File: src/design/paired_read_duplicate_marker_core_assert.svh
// Assertion macros shared by the duplicate marker block.
`ifndef PAIRED_READ_DUPLICATE_MARKER_CORE_ASSERT_SVH
`define PAIRED_READ_DUPLICATE_MARKER_CORE_ASSERT_SVH

// Same-cycle implication, checked outside reset.
`define PDM_ASSERT_NOW(label, clk, rst_n, ante, cons, msg) \
    label: assert property (@(posedge clk) disable iff (!rst_n) (ante) |-> (cons)) \
        else $error(msg);

// Next-cycle implication, checked outside reset.
`define PDM_ASSERT_NEXT(label, clk, rst_n, ante, cons, msg) \
    label: assert property (@(posedge clk) disable iff (!rst_n) (ante) |=> (cons)) \
        else $error(msg);

`endif

File: src/design/pdm_pkg.sv
`default_nettype none
package pdm_pkg;

    localparam int unsigned KeyWidth   = 64;
    localparam int unsigned ChromWidth = 8;
    localparam int unsigned PairWidth  = 32;
    localparam int unsigned ScoreWidth = 24;
    localparam int unsigned EntryWidth = KeyWidth + ChromWidth + PairWidth + ScoreWidth;

    typedef enum logic [2:0] {
        t_verdict_new       = 3'd0,
        t_verdict_dup_this  = 3'd1,
        t_verdict_dup_prior = 3'd2,
        t_verdict_discard   = 3'd3,
        t_verdict_full      = 3'd4
    } t_verdict;

    typedef enum logic [2:0] {
        S_IDLE,
        S_CHECK,
        S_READ,
        S_CMP,
        S_FIN
    } t_state;

    typedef struct packed {
        logic     accept;
        logic     next;
        logic     wr_upd;
        logic     wr_new;
        logic     set_verdict;
        t_verdict verdict;
        logic     out_load;
    } t_cmd;

    typedef struct packed {
        logic discard;
        logic used_zero;
        logic match;
        logic score_ge;
        logic last;
        logic full;
        logic out_free;
    } t_sts;

endpackage
`default_nettype wire

File: src/design/pdm_ctrl.sv
`default_nettype none
module pdm_ctrl (
    input  wire logic          i_clk,
    input  wire logic          i_rst_n,
    input  wire logic          i_in_valid,
    input  wire pdm_pkg::t_sts i_sts,
    output pdm_pkg::t_cmd      o_cmd,
    output logic               o_in_ready
);

    pdm_pkg::t_state r_state;
    pdm_pkg::t_state n_state;

    always_ff @(posedge i_clk) begin
        if (!i_rst_n) begin
            r_state <= pdm_pkg::S_IDLE;
        end else begin
            r_state <= n_state;
        end
    end

    always_comb begin
        n_state = r_state;
        case (r_state)
            pdm_pkg::S_IDLE: begin
                if (i_in_valid) n_state = pdm_pkg::S_CHECK;
            end
            pdm_pkg::S_CHECK: begin
                if (i_sts.discard || i_sts.used_zero) n_state = pdm_pkg::S_FIN;
                else n_state = pdm_pkg::S_READ;
            end
            pdm_pkg::S_READ: begin
                n_state = pdm_pkg::S_CMP;
            end
            pdm_pkg::S_CMP: begin
                if (i_sts.match || i_sts.last) n_state = pdm_pkg::S_FIN;
                else n_state = pdm_pkg::S_READ;
            end
            pdm_pkg::S_FIN: begin
                if (i_sts.out_free) n_state = pdm_pkg::S_IDLE;
            end
            default: n_state = pdm_pkg::S_IDLE;
        endcase
    end

    always_comb begin
        o_cmd      = '0;
        o_cmd.verdict = pdm_pkg::t_verdict_new;
        o_in_ready = 1'b0;
        case (r_state)
            pdm_pkg::S_IDLE: begin
                o_in_ready   = 1'b1;
                o_cmd.accept = i_in_valid;
            end
            pdm_pkg::S_CHECK: begin
                if (i_sts.discard) begin
                    o_cmd.set_verdict = 1'b1;
                    o_cmd.verdict     = pdm_pkg::t_verdict_discard;
                end else if (i_sts.used_zero) begin
                    o_cmd.set_verdict = 1'b1;
                    o_cmd.wr_new      = 1'b1;
                    o_cmd.verdict     = pdm_pkg::t_verdict_new;
                end
            end
            pdm_pkg::S_CMP: begin
                if (i_sts.match) begin
                    o_cmd.set_verdict = 1'b1;
                    if (i_sts.score_ge) begin
                        o_cmd.verdict = pdm_pkg::t_verdict_dup_this;
                    end else begin
                        o_cmd.verdict = pdm_pkg::t_verdict_dup_prior;
                        o_cmd.wr_upd  = 1'b1;
                    end
                end else if (i_sts.last) begin
                    o_cmd.set_verdict = 1'b1;
                    if (i_sts.full) begin
                        o_cmd.verdict = pdm_pkg::t_verdict_full;
                    end else begin
                        o_cmd.verdict = pdm_pkg::t_verdict_new;
                        o_cmd.wr_new  = 1'b1;
                    end
                end else begin
                    o_cmd.next = 1'b1;
                end
            end
            pdm_pkg::S_FIN: begin
                o_cmd.out_load = i_sts.out_free;
            end
            default: begin
                o_in_ready = 1'b0;
            end
        endcase
    end

endmodule
`default_nettype wire

File: config.mk
export PLATFORM = sky130hd
export DESIGN_NAME = pdm_ctrl
export DESIGN_NICKNAME = d
export VERILOG_FILES = /design/src/design/paired_read_duplicate_marker_core_assert.svh /design/src/design/pdm_pkg.sv /design/src/design/pdm_ctrl.sv
export SDC_FILE = /design/constraint.sdc
export NUM_CORES = 1
export LEC_CHECK = 0
export BUFFER_PORTS_ARGS = -buffer_cell sky130_fd_sc_hd__buf_2
export CORE_AREA = 2 2 39 41
export DETAILED_ROUTE_END_ITERATION = 8
export DIE_AREA = 0 0 41 43
export GPL_ROUTABILITY_DRIVEN = 0
export SETUP_SLACK_MARGIN = 0.4
export SYNTH_ARGS = -nofsm -noshare
export SYNTH_HDL_FRONTEND = slang
export SYNTH_SLANG_ARGS = --single-unit
File: constraint.sdc
create_clock -name i_clk -period 1.2 [get_ports i_clk]
set_input_delay 0.06 -clock i_clk [delete_from_list [all_inputs] [get_ports i_clk]]
set_output_delay 0.06 -clock i_clk [all_outputs]
set_load 0.01 [all_outputs]
==> results.sh <==
export IMPL_numCtsBuffers=3
export IMPL_reg_largest_list="r_state (3)"
export IMPL_avgRoutedWirePerCell_um=11.4
export IMPL_yosysTopAreaCell="dfxtp_1"
export IMPL_antenna_found_initial=0
export IMPL_nets=70
export IMPL_crit_required_ns=1.14
export IMPL_max_vdd_ir_drop_v=0.000486
export IMPL_rsz0062_at_grt="yes"
export IMPL_clk_latency_ns=0.23
export IMPL_dieArea_um2=1760
export IMPL_fin_cells=75
export IMPL_slowest_delay_ns=0.33
export IMPL_clock_skew_ns=0.00285
export IMPL_fin_util_pct=36.4
export IMPL_cp_arrival_ns=1.32
export IMPL_hold_path_class="input port to flop"
export IMPL_track_usage_pct=12.5
export IMPL_die_h_um=43
export IMPL_fmax_mhz=722
export IMPL_period_minus_slack_ns=1.38
export IMPL_hold_violations=0
export IMPL_synth_top_flop_cell="dfxtp_1"
export IMPL_syn_avg_cell_area_um2=7.92
export IMPL_violations="negative setup slack"
export IMPL_synthCells=33
export IMPL_nFillCells=149
export IMPL_drive_above_1_share_pct=66.1
export IMPL_synth_area_leaders="dfxtp_1 (23%), buf_6 (8.6%), nor4b_1 (6.7%)"
export IMPL_largest_register_ffs=3
export IMPL_cp_cell_sequence="nand3b_1, nor3b_2, a21o_1, buf_2"
export IMPL_cts_root_buf="clkbuf_4"
export IMPL_drt_iter0_drc=1
export IMPL_yosys_warnings=0
export IMPL_powerDensity_nw_per_um2=882
export IMPL_drc=0
export IMPL_grt_overflow_total=0
export IMPL_ys_seq_area_share_pct=23.0
export IMPL_register_area_um2=68.8
export IMPL_worst_setup_path_type="flop to primary output"
export IMPL_max_slew_margin_rel_pct=80.6
export IMPL_worst_setup_path_start_kind="flop"
export IMPL_drt_wl_total_um=856
export IMPL_syn_nets=43
export IMPL_yosysUniqueCellTypes=20
export IMPL_rr_startpoint="r_state[2]$_SDFFE_PN0P_"
export IMPL_clk_pin_slew_ns=0.04
export IMPL_dp_hpwl_um=559
export IMPL_min_from="i_rst_n"
export IMPL_holdWs_ns=0.0817
export IMPL_clockBufferDepth=2
export IMPL_synthTopCellsByCount="nor2_1 (4), dfxtp_1 (3), inv_1 (3)"
export IMPL_placementRows=14
export IMPL_top_register="r_state"
export IMPL_vias=357
export IMPL_postLayoutCellArea_um2=504
export IMPL_yosysMostFrequentCell="nor2_1"
export IMPL_grt_pass1_vias=364
export IMPL_multi_input_area_um2=231
export IMPL_numPortBuffers=19
export IMPL_finalCritPeriodShare_pct=115
export IMPL_htreeDepth=1
export IMPL_cts_tree="done"
export IMPL_cellLeakagePower_uw=0.000236
export IMPL_cts_sinks=3
export IMPL_diodes=0
export IMPL_worstPathMaxFanout=5
export IMPL_async_reset_ff_share_pct=0
export IMPL_cap_viol_max_count=0
export IMPL_status="finished, violations left"
export IMPL_grt_pass1_wl_um=1460
export IMPL_dp_cells=67
export IMPL_grt_max_degree=8
export IMPL_drv_slew=0
export IMPL_fp_coreArea_um2=1380
export IMPL_ys_seq_elements=3
export IMPL_place_area_um2=383
export IMPL_synth_top_area_share_pct=23.0
export IMPL_drt_first_pass_iters=2
export IMPL_tns_ns=-1.02
export IMPL_syn_area_um2=262
export IMPL_worst_slew_pin_slew_ns=0.291
export IMPL_syn_to_final_growth_pct=92.8
export IMPL_start_util_pct=18.9
export IMPL_die_w_um=41
export IMPL_slowest_stage="dfxtp_2"
export IMPL_worst_slack_ns=-0.184
export IMPL_via_per_inst=4.76
export IMPL_synth_edff_count=0
export IMPL_antenna_left=0
export IMPL_crit_start="r_state[2]$_SDFFE_PN0P_"
export IMPL_pin_count=20
export IMPL_endpoint_kind="primary output"
export IMPL_setup_viol=8
-- cell usage in the layout (no fill, tap or decap) --
| cell type | instances |
|---|---|
| nor2_1 | 4 |
| a32oi_1 | 1 |
| o21ai_0 | 1 |
| inv_1 | 3 |
| o21ai_2 | 1 |
| buf_6 | 3 |
| a21o_1 | 1 |
| clkbuf_4 | 3 |
| nor3_2 | 1 |
| nor3b_2 | 1 |
| nor3b_1 | 1 |
| nor3_1 | 1 |
| o22ai_2 | 1 |
| o41ai_2 | 1 |
| dfxtp_4 | 2 |
| nor4b_2 | 1 |
| clkbuf_1 | 1 |
| or3b_1 | 1 |
| nor4_1 | 1 |
| buf_4 | 3 |
| dfxtp_2 | 1 |
| buf_2 | 18 |
| nand3_1 | 2 |
| and2_1 | 1 |
| o21a_1 | 1 |
| nor4b_4 | 1 |
| o311ai_4 | 1 |
| and3_4 | 1 |
| nand3b_1 | 1 |
-- routing by layer --
| layer | vias to the layer above | global-route usage (%) | wire, µm |
|---|---|---|---|
| met3 | 2 | 3.14 | 59 |
| li1 | 176 | - | - |
| met4 | 0 | 10.0 | 14 |
| met2 | 15 | 17.2 | 428 |
| met5 | - | 0 | 0 |
| met1 | 164 | 15.7 | 352 |
-- stage by stage --
stage	total power, µW	setup slack, ns
2_1_floorplan	184	0.0873
6_report	445	-0.184
4_1_cts	455	-0.187
3_5_place_dp	228	0.00902
3_3_place_gp	228	0.0403
5_1_grt	484	-0.271
-- worst paths after layout --
| path | to | slack (ns) | depth (start not counted) |
|---|---|---|---|
| min reg2reg | r_state[0]$_SDFFE_PN0P_ | 0.55 | 2 |
| max reg2reg | r_state[2]$_SDFFE_PN0P_ | 0.13 | 3 |
| max | o_cmd[2] | -0.18 | 4 |
| min | r_state[2]$_SDFFE_PN0P_ | 0.08 | 2 |
-- what timing repair did --
action                                  4_1_cts  5_1_grt
endpoints found under the setup margin       13       13
resized for setup                            15        0
hold buffers                                  0        0
pin swaps                                     7        2
buffers inserted                              4        0
-- critical path: cells and delay by family (launching register included) --
family,cells,cell delay (ns)
buffers and inverters,1,0.11
AOI/OAI and AO/OA,1,0.10
DFF,1,0.33
and+or+nand+nor,2,0.54
-- final cells by class --
class,count,area share [%]
well taps,16,3.97
clock buffers,4,5.21
repair buffers,24,29.0
inverters,3,2.23
multi-input cells,25,45.9
flip-flops and latches,3,13.6
-- cell families after synthesis --
kind of cell | after synthesis | synth area share [%]
simple gates | 17 | 39.7
compound gates | 8 | 24.4
flops | 3 | 23.0
buf+inv | 5 | 12.9
-- where the power goes --
part           internal, µW  total, µW  switching (µW)
logic                  77.4        150            72.2
registers               107        116            9.42
clock network           125        179            54.5
total                   309        445             136
Note: power is estimated with default switching activity, not from simulation.
